==> config.mk <==
export PLATFORM = sky130hd
export DESIGN_NAME = plb_cell
export DESIGN_NICKNAME = d
export VERILOG_FILES = /design/src/rtl/core/positional_list_buffer_defines.svh /design/src/rtl/core/plb_pkg.sv /design/src/rtl/core/plb_cell.sv
export SDC_FILE = /design/constraint.sdc
export NUM_CORES = 1
export LEC_CHECK = 0
export BUFFER_PORTS_ARGS = -buffer_cell sky130_fd_sc_hd__buf_4
export CAP_MARGIN = 20
export CORE_MARGIN = 3
export CORE_UTILIZATION = 39
export DETAILED_ROUTE_END_ITERATION = 8
export MAX_ROUTING_LAYER = met4
export PLACE_DENSITY = 0.79
export SYNTH_ARGS = -nofsm -noshare
export SYNTH_HDL_FRONTEND = slang
export SYNTH_SLANG_ARGS = --single-unit
==> constraint.sdc <==
create_clock -name clk -period 2.9 [get_ports clk]
set_input_delay 0.29 -clock clk [delete_from_list [all_inputs] [get_ports clk]]
set_output_delay 0.29 -clock clk [all_outputs]
set_load 0.01 [all_outputs]
==> src/rtl/core/positional_list_buffer_defines.svh <==
// assertion macros for the positional list buffer
// used by the top level only, expects clk and rst in scope
`ifndef POSITIONAL_LIST_BUFFER_DEFINES_SVH
`define POSITIONAL_LIST_BUFFER_DEFINES_SVH

// same-cycle implication
`define PLB_ASSERT_NOW(label, ante, cons) \
  label: assert property (@(posedge clk) disable iff (rst) (ante) |-> (cons)) \
    else $error("positional list buffer check failed");

// next-cycle implication
`define PLB_ASSERT_NEXT(label, ante, cons) \
  label: assert property (@(posedge clk) disable iff (rst) (ante) |=> (cons)) \
    else $error("positional list buffer check failed");

`endif

==> src/rtl/core/plb_pkg.sv <==
// shared types and codes for the positional list buffer
// no dependencies
`timescale 1ns / 1ps

package plb_pkg;

  localparam int ACTION_W = 2;
  localparam int POS_W    = 6;
  localparam int VALUE_W  = 32;
  localparam int STATUS_W = 2;
  localparam int COUNT_W  = 7;
  localparam int CAP_W    = 7;

  localparam logic [ACTION_W-1:0] ACT_INSERT = 2'd0;
  localparam logic [ACTION_W-1:0] ACT_GET    = 2'd1;
  localparam logic [ACTION_W-1:0] ACT_DELETE = 2'd2;
  localparam logic [ACTION_W-1:0] ACT_CLEAR  = 2'd3;

  localparam logic [STATUS_W-1:0] STAT_OK    = 2'd0;
  localparam logic [STATUS_W-1:0] STAT_FULL  = 2'd1;
  localparam logic [STATUS_W-1:0] STAT_RANGE = 2'd2;

  localparam logic [1:0] ADDR_CAPACITY = 2'd0;
  localparam logic [CAP_W-1:0] CAP_RESET = 7'd64;

  typedef enum logic {
    S_IDLE,
    S_WALK
  } plb_state_t;

  // command broadcast to every cell
  typedef struct packed {
    logic             shift_up;
    logic             shift_down;
    logic [POS_W-1:0] pos;
  } cell_cmd_t;

endpackage

==> src/rtl/core/plb_cell.sv <==
// one storage cell of the list: holds a single entry and one stage of the read chain
// depends on plb_pkg
`timescale 1ns / 1ps

module plb_cell
  import plb_pkg::*;
#(
  parameter int IDX = 0,
  parameter int EW  = 32
) (
  input  logic          clk,
  input  cell_cmd_t     cmd,
  input  logic [EW-1:0] ins_value,
  input  logic [EW-1:0] prev_entry,
  input  logic [EW-1:0] next_entry,
  input  logic [EW-1:0] rd_in,
  output logic [EW-1:0] entry,
  output logic [EW-1:0] rd_out
);

  localparam logic [31:0] IDX_L = 32'(IDX);

  logic [31:0] pos_ext;
  logic        at_pos;
  logic        above_pos;

  assign pos_ext   = 32'(cmd.pos);
  assign at_pos    = (IDX_L == pos_ext);
  assign above_pos = (IDX_L > pos_ext);

  always_ff @(posedge clk) begin
    if (cmd.shift_up) begin
      if (above_pos) begin
        entry <= prev_entry;
      end else if (at_pos) begin
        entry <= ins_value;
      end
    end else if (cmd.shift_down && (above_pos || at_pos)) begin
      entry <= next_entry;
    end
  end

  // the selected entry moves one cell towards cell zero per cycle
  always_ff @(posedge clk) begin
    rd_out <= at_pos ? entry : rd_in;
  end

endmodule

# == After elaboration in Yosys (flattened, before gate mapping) ==
# Index checks and enable logic that the tools add are counted.
# op_classes
magnitude_cmp,1
n_eq_ne,1
mux,5
reduce_logical,5
# op_table
op,n
2-to-1 mux 32 bit,5
zero test 32 bit,1
greater-than comparator 1 x 6 -> 1 bit (first input constant),1
inequality test 3 x 1 -> 1 bit (second input constant),1
AND reduction 2 bit,1
nonzero test 2 bit,1
logical AND 1 bit,1
logical OR 1 bit,1
# totals
ff_bits,64
in_bits,137
out_inout_bits,64

# == Depth between registers and ports, before layout ==
# Gate-level depths: netlist (run 1).
# logic_depth
ltp_word,5
ltp_mapped,4
depth_no_buf,3

# == Worst setup path before layout (run 1) ==
# Ideal clock, no wire load.
# synth_path
path_type,input-to-reg
startpoint,input port cmd[1] in the netlist's numbering
endpoint,register entry[0] (enable)
setup_ns,0.421
t_arrival_ns,2.269
t_required_ns,2.479
setup_slack_ns,0.210
stages,4
cell_sequence,nor4_2 > nand2_2 > buf_6 > nor2_1
# synth_between
elab_chain_cells,5
elab_cells_between_ends,7
# synth_rtl
element,line_no,rtl
"start, declared",plb_cell.sv:12,"input cell_cmd_t cmd,"
greater-than comparator 1 x 6 -> 1 bit or zero test 32 bit (tied branches),"plb_cell.sv:29, plb_cell.sv:28",
logical OR 1 bit,plb_cell.sv:38,end else if (cmd.shift_down && (above_pos || at_pos)) begin
logical AND 1 bit,plb_cell.sv:38,
nonzero test 2 bit (no line),--,
AND reduction 2 bit (no line) (*),--,
"end signal, assigned",plb_cell.sv:34,entry <= prev_entry;
"end signal, assigned",plb_cell.sv:36,entry <= ins_value;
"end signal, assigned",plb_cell.sv:39,entry <= next_entry;
"end, declared",plb_cell.sv:17,"output logic [EW-1:0] entry,"
# Mark *: on every way between the ends. The rest lies on a longest branch, timed or not.
# A chain may end at the register's enable or synchronous reset.

# == Worst setup path after layout (run 1) ==
# layout_path
startpoint,input port cmd[1] in the netlist's numbering
endpoint,register entry[27] (enable)
# Same word-level chain as after synthesis.

==> results of run 1 <==
## logic make-up after synthesis
logic type / Yosys count / share of synthesized area [%]
mux: 64 / 33.0
flops: 64 / 63.7
buf+inv: 7 / 2.09
simple gates: 5 / 1.19
## critical path: cells and delay by family
family        cells  cell delay, ns
simple gates      3            0.67
buf+inv           2            0.34
## path summary, 6_finish.rpt
check	startpoint	to	depth (start not counted)
hold reg to reg	entry[5]$_DFFE_PP_	rd_out[5]$_DFF_P_	1
setup reg to reg	entry[12]$_DFFE_PP_	rd_out[12]$_DFF_P_	1
hold / removal	rd_in[15]	rd_out[15]$_DFF_P_	2
setup / recovery	cmd[1]	entry[27]$_DFFE_PP_	5
## Yosys cell counts
cell type,instances,share of area (%)
clkbuf_1,1,0.15
dfxtp_1,32,25
edfxtp_1,32,38
nor4_2,1,0.50
buf_2,3,0.60
nand2_2,1,0.25
mux2_2,35,16
buf_6,3,1.3
mux2_4,29,17
nor2_1,3,0.45
## sequential cells by signal, summed over array words and instances (netlist names)
name    cells
entry      32
rd_out     32
## power by group
group / switching (uW) / total, uW / internal (uW)
Clock: 319 / 702 / 382
Combinational: 73.5 / 258 / 185
Sequential: 8.99 / 991 / 982
Total: 402 / 1950 / 1550
## per-stage QoR
step | worst slack, ns | cells | cell area (um2)
after floorplan | 0.210 | 140 | 2510
after global placement | 1.25 | 378 | 3850
after detailed placement | 1.25 | 378 | 3850
after CTS | 1.60 | 394 | 4040
after global routing | 1.52 | 394 | 4040
final | 1.61 | 394 | 4040
## final cells by class
| class | count | area [um2] | area share, % |
|---|---|---|---|
| sequential | 64 | 1600 | 39.7 |
| clock inverter | 3 | 15.0 | 0.372 |
| tap | 75 | 93.8 | 2.32 |
| clock buffer | 13 | 170 | 4.22 |
| multi-input combinational | 69 | 867 | 21.5 |
| timing repair buffer | 170 | 1290 | 31.9 |
## per-layer routing
layer,track usage (%),up-vias,share of wire [%]
met4,7.37,0,1.6
met2,31.3,96,55
li1,-,864,-
met5,-,-,0
met3,4.37,10,8.1
met1,18.0,835,35
==> results.txt, run 1 <==
Outcome: completed
Clock Skews: 0.00519 ns
Antenna viol nets, final: 0
CP startpoint kind: input port
Drt pass-1 iters: 4
Synth Net Count: 277
Vias in the first global route: 2,014
Worst vdd ir: 348 uV
Hold crit path type: input port to flip-flop
Max stage delay on crit path: 0.29 ns
# fillers: 473
Fin util: 66.2%
Crit path DAT: 1.31 ns
Critical Path Sink Type: flip-flop
Commonest non-fill, non-tap cell in the layout: buf_4
CTS root buffer: clkbuf_8
Chip Height: 86.3 um
Required time worst endpoint: 2.93 ns
Worst Tran Pin Value: 0.568 ns
CTS Sinks: 64
CTS tree: built
CTS H-tree lvls: 3
Core area: 0.00610 mm2
Area growth, synth to finish: 60.6%
Pwr Total: 1950 uW
Worst Hold Slack: 0.186 ns
Slew headroom: 62.1%
Drt wl/cell: 16.1 um
Post-CTS Setup Bufs: 0
Tcrit/Tclk final: 44.3%
Static Leak: 0.00190 uW
R2R Setup Slk: 2.07 ns
DR iter-0 viols: 54
Largest net degree at the start of global routing: 34
Initial Utilization: 41.2%
MaxCap Viol Count: 0
Post-Synthesis Cell Area: 0.00251 mm2
Fmax: 778 MHz
Commonest cells after routing, fill and taps aside: 169 x buf_4, 35 x mux2_2, 32 x edfxtp_1, 32 x dfxtp_1, 29 x mux2_4
Setup TNS: 0 ns
Port Buffer Count: 168
Seq/Total Area, Yosys: 63.7%
Net count, final: 451
Final HPWL DP: 5060 um
Die area: 0.00744 mm2
Max Root-Sink Buffers: 2
Crit path time final: 1.29 ns
Worst-path fanout max: 24
RSZ-0062 raised after global routing: no
Die Wd: 86.3 um
Share of layout cells above drive strength 1: 78.7%
Via density: 4.58
Clock Latency Late Sink: 0.32 ns
Pwr per Cell Area: 483 mW/mm2
Inserted Diodes: 0
All-Layer GR Usage: 17.4%
Yosys cell types: 10
WS Path Type: input port to flip-flop
# setup viols final: 0
Worst path cell trace: buf_4 -> nor4_2 -> nand2_2 -> nor2_4 -> buf_12
Drt total wl: 6330 um
Cts repair resizes: 0
GPL Wtd Cong: 0.711
Fin. Hold Viols: 0
Reg clk slew, reported paths: 0.07 ns
Synth Warn #: 0
Vias: 1,805
Global-route wire length before repair: 9450 um
# DRC: 0
Slew Limit Fails: 0
Max stage delay cell, worst path: nor2_4
Post-Syn Instances: 140
# hold bufs at CTS: 0
Row cnt: 28
Io pins: 201
Antenna violations before repair: 0
GRT overflow: 0
Synth Register Bits: 64
CTS Buf Count: 9
Avg Inst Size Synth: 18.0 um2
(Power assumes the default switching activity.)
==> run 2: changes to the inputs <==
==> constraint.sdc (replaced) <==
create_clock -name clk -period 1.25 [get_ports clk]
set_input_delay 0.125 -clock clk [delete_from_list [all_inputs] [get_ports clk]]
set_output_delay 0.125 -clock clk [all_outputs]
set_load 0.01 [all_outputs]
==> run 2 against run 1 <==
- non-clock buffer count up 17
- largest power group unchanged
- setup slack worse by 1.4 ns
- global-route usage up 1.4 points
- highest routed layer unchanged
- final cell count up 4.3%
- largest cell class unchanged
- critical endpoint is now entry[30]
==> results.txt, run 2 (synthesis gave the netlist of run 1 again) <==
Outcome: completed (unchanged)
CTS Sinks: 64 (unchanged)
# DRC: 0 (unchanged)
Crit path DAT: 0.92 ns (was 1.31 ns)
Tcrit/Tclk final: 83.4%
Commonest cells after routing, fill and taps aside: 169 x buf_4, 35 x mux2_2, 32 x edfxtp_1, 32 x dfxtp_1, 29 x mux2_4 (unchanged)
Worst Tran Pin Value: 0.225 ns (was 0.568 ns)
Fmax: 959 MHz
Largest net degree at the start of global routing: 21 (was 34)
DR iter-0 viols: 39 (was 54)
Largest regs: entry: 32 flops, rd_out: 32 flops (unchanged)
Vias in the first global route: 2,027 (was 2,014)
Port Buffer Count: 168 (unchanged)
Worst-path fanout max: 2 (was 24)
Fin util: 70.4% (was 66.2%)
WS Path Type: flip-flop to primary output (was input port to flip-flop)
Net count, final: 468 (was 451)
Max Root-Sink Buffers: 2 (unchanged)
Clock Skews: 0.00677 ns (was 0.00519 ns)
Via density: 4.57 (was 4.58)
Drt total wl: 6930 um (was 6330 um)
Pwr per Cell Area: 1150 mW/mm2 (was 483 mW/mm2)
Multi-input logic area: 876 um2 (was 867 um2)
# fillers: 447 (was 473)
Clk pwr share: 39.8% (was 36.0%)
Chip Height: 86.3 um (unchanged)
WP buf/inv: 1 (was 2)
Vias: 1,878 (was 1,805)
Initial Utilization: 41.2% (unchanged)
Register area: 0.00160 mm2 (unchanged)
Largest delay share family, worst path: flip-flops (was simple AND/OR/NAND/NOR gates)
Switching Fraction: 20.5% (was 20.6%)
CTS root buffer: clkbuf_8 (unchanged)
Sw Pwr: 1010 uW (was 402 uW)
Die Wd: 86.3 um (unchanged)
GRT overflow: 0 (unchanged)
MaxCap Viol Count: 0 (unchanged)
Post-route cell area: 0.00429 mm2 (was 0.00404 mm2)
Crit path time final: 1.04 ns
Critical Path Sink Type: primary output (was flip-flop)
CTS H-tree lvls: 3 (unchanged)
Worst vdd ir: 814 uV (was 348 uV)
Power share of the combinational group: 13.5% (was 13.2%)
Clock Latency Late Sink: 0.33 ns (was 0.32 ns)
CTS tree: built (unchanged)
WHS Path Cells: 2 (unchanged)
Seq pwr share: 46.7% (was 50.8%)
Pwr Total: 4930 uW (was 1950 uW)
Global-route wire length before repair: 10,100 um (was 9450 um)
Share of layout cells above drive strength 1: 76.5% (was 78.7%)
Static Leak: 0.00201 uW (was 0.00190 uW)
Commonest non-fill, non-tap cell in the layout: buf_4 (unchanged)
Reg clk slew, reported paths: 0.07 ns (about the same)
Io pins: 201 (unchanged)
# setup viols final: 0 (unchanged)
Die area: 0.00744 mm2 (unchanged)
CP startpoint kind: flip-flop (was input port)
Required time worst endpoint: 1.12 ns (was 2.93 ns)
Drt pass-1 iters: 4 (unchanged)
Int Pwr: 3920 uW (was 1550 uW)
Inserted Diodes: 0 (unchanged)
Max stage delay cell, worst path: edfxtp_1 (was nor2_4)
Row cnt: 28 (unchanged)
Max stage delay on crit path: 0.42 ns (was 0.29 ns)
Antenna violations before repair: 0 (unchanged)
GPL Wtd Cong: 0.765 (was 0.711)
Core area: 0.00610 mm2 (unchanged)
Hold crit path type: input port to flip-flop (unchanged)
Reg2reg path depth: 1 (unchanged)
Slew headroom: 85.0% (was 62.1%)
Cts repair resizes: 0 (unchanged)
Fin. Hold Viols: 0 (unchanged)
Worst path cell trace: buf_4 (was buf_4 -> nor4_2 -> nand2_2 -> nor2_4 -> buf_12)
CTS Buf Count: 9 (unchanged)
All-Layer GR Usage: 18.8% (was 17.4%)
Drt wl/cell: 16.9 um (was 16.1 um)
Antenna viol nets, final: 0 (unchanged)
DP Area: 0.00394 mm2 (was 0.00385 mm2)
Area growth, synth to finish: 70.7% (was 60.6%)
Slew Limit Fails: 0 (unchanged)
Critical path depth: 1 (was 5)
RSZ-0062 raised after global routing: no (unchanged)
run 2: cell types whose count changed in the layout (fill, tap and decap cells not counted):
cell,before,now
clkbuf_16,1,0
bufinv_16,0,2
clkinvlp_4,0,1
clkbuf_1,2,0
dlygate4sd3_1,0,13
nor4_4,0,1
buf_12,1,5
nor4_2,1,0
run 2: routing by layer:
metal	vias to the layer above	routed length (um)	track usage, %
met3	8	402	5.23
met2	86	3940	33.8
met5	-	0	-
met1	884	2490	18.9
met4	0	89	8.22
li1	900	-	-
run 2: final cells by class:
type | count | area share, %
Tap cell | 75 | 2.19
Timing Repair Buffer | 187 | 34.9
Sequential cell | 64 | 37.3
Clock buffer | 10 | 3.21
Clock inverter | 6 | 1.92
Multi-Input combinational cell | 69 | 20.4
run 2: timing repair:
action,CTS,global route
setup endpoints to repair,0,0
endpoints found under the hold margin,5,8
buffers inserted,0,0
hold buffers,5,8
run 2: stage by stage:
step	setup slack, ns	instances	hold WS (ns)	TNS [ns]
6_report	0.207	411	0.0211	0
5_1_grt	0.159	411	-0.00278	0
4_1_cts	0.181	403	0.00137	0
3_5_place_dp	-0.0763	382	0.354	-3.46
3_3_place_gp	-0.0591	382	0.351	-2.33
2_1_floorplan	-0.345	140	0.268	-11.03
run 2: power by group through the flow:
stage / Combinational (uW) / Sequential [uW] / Clock, uW
after floorplan: 197 / 2380 / 0
after global placement: 619 / 2340 / 0
after detailed placement: 634 / 2350 / 0
after CTS: 650 / 2300 / 2000
after global routing: 707 / 2300 / 2120
final: 665 / 2300 / 1960
run 2: path summary, 6_finish.rpt:
| check | endpoint | from | slack, ns |
|---|---|---|---|
| worst max-delay path | entry[30] | entry[30]$_DFFE_PP_ | 0.21 |
| worst min-delay path | rd_out[6]$_DFF_P_ | rd_in[6] | 0.02 |
| worst max register to register | rd_out[30]$_DFF_P_ | entry[30]$_DFFE_PP_ | 0.44 |
| worst min register to register | rd_out[16]$_DFF_P_ | entry[16]$_DFFE_PP_ | 0.51 |
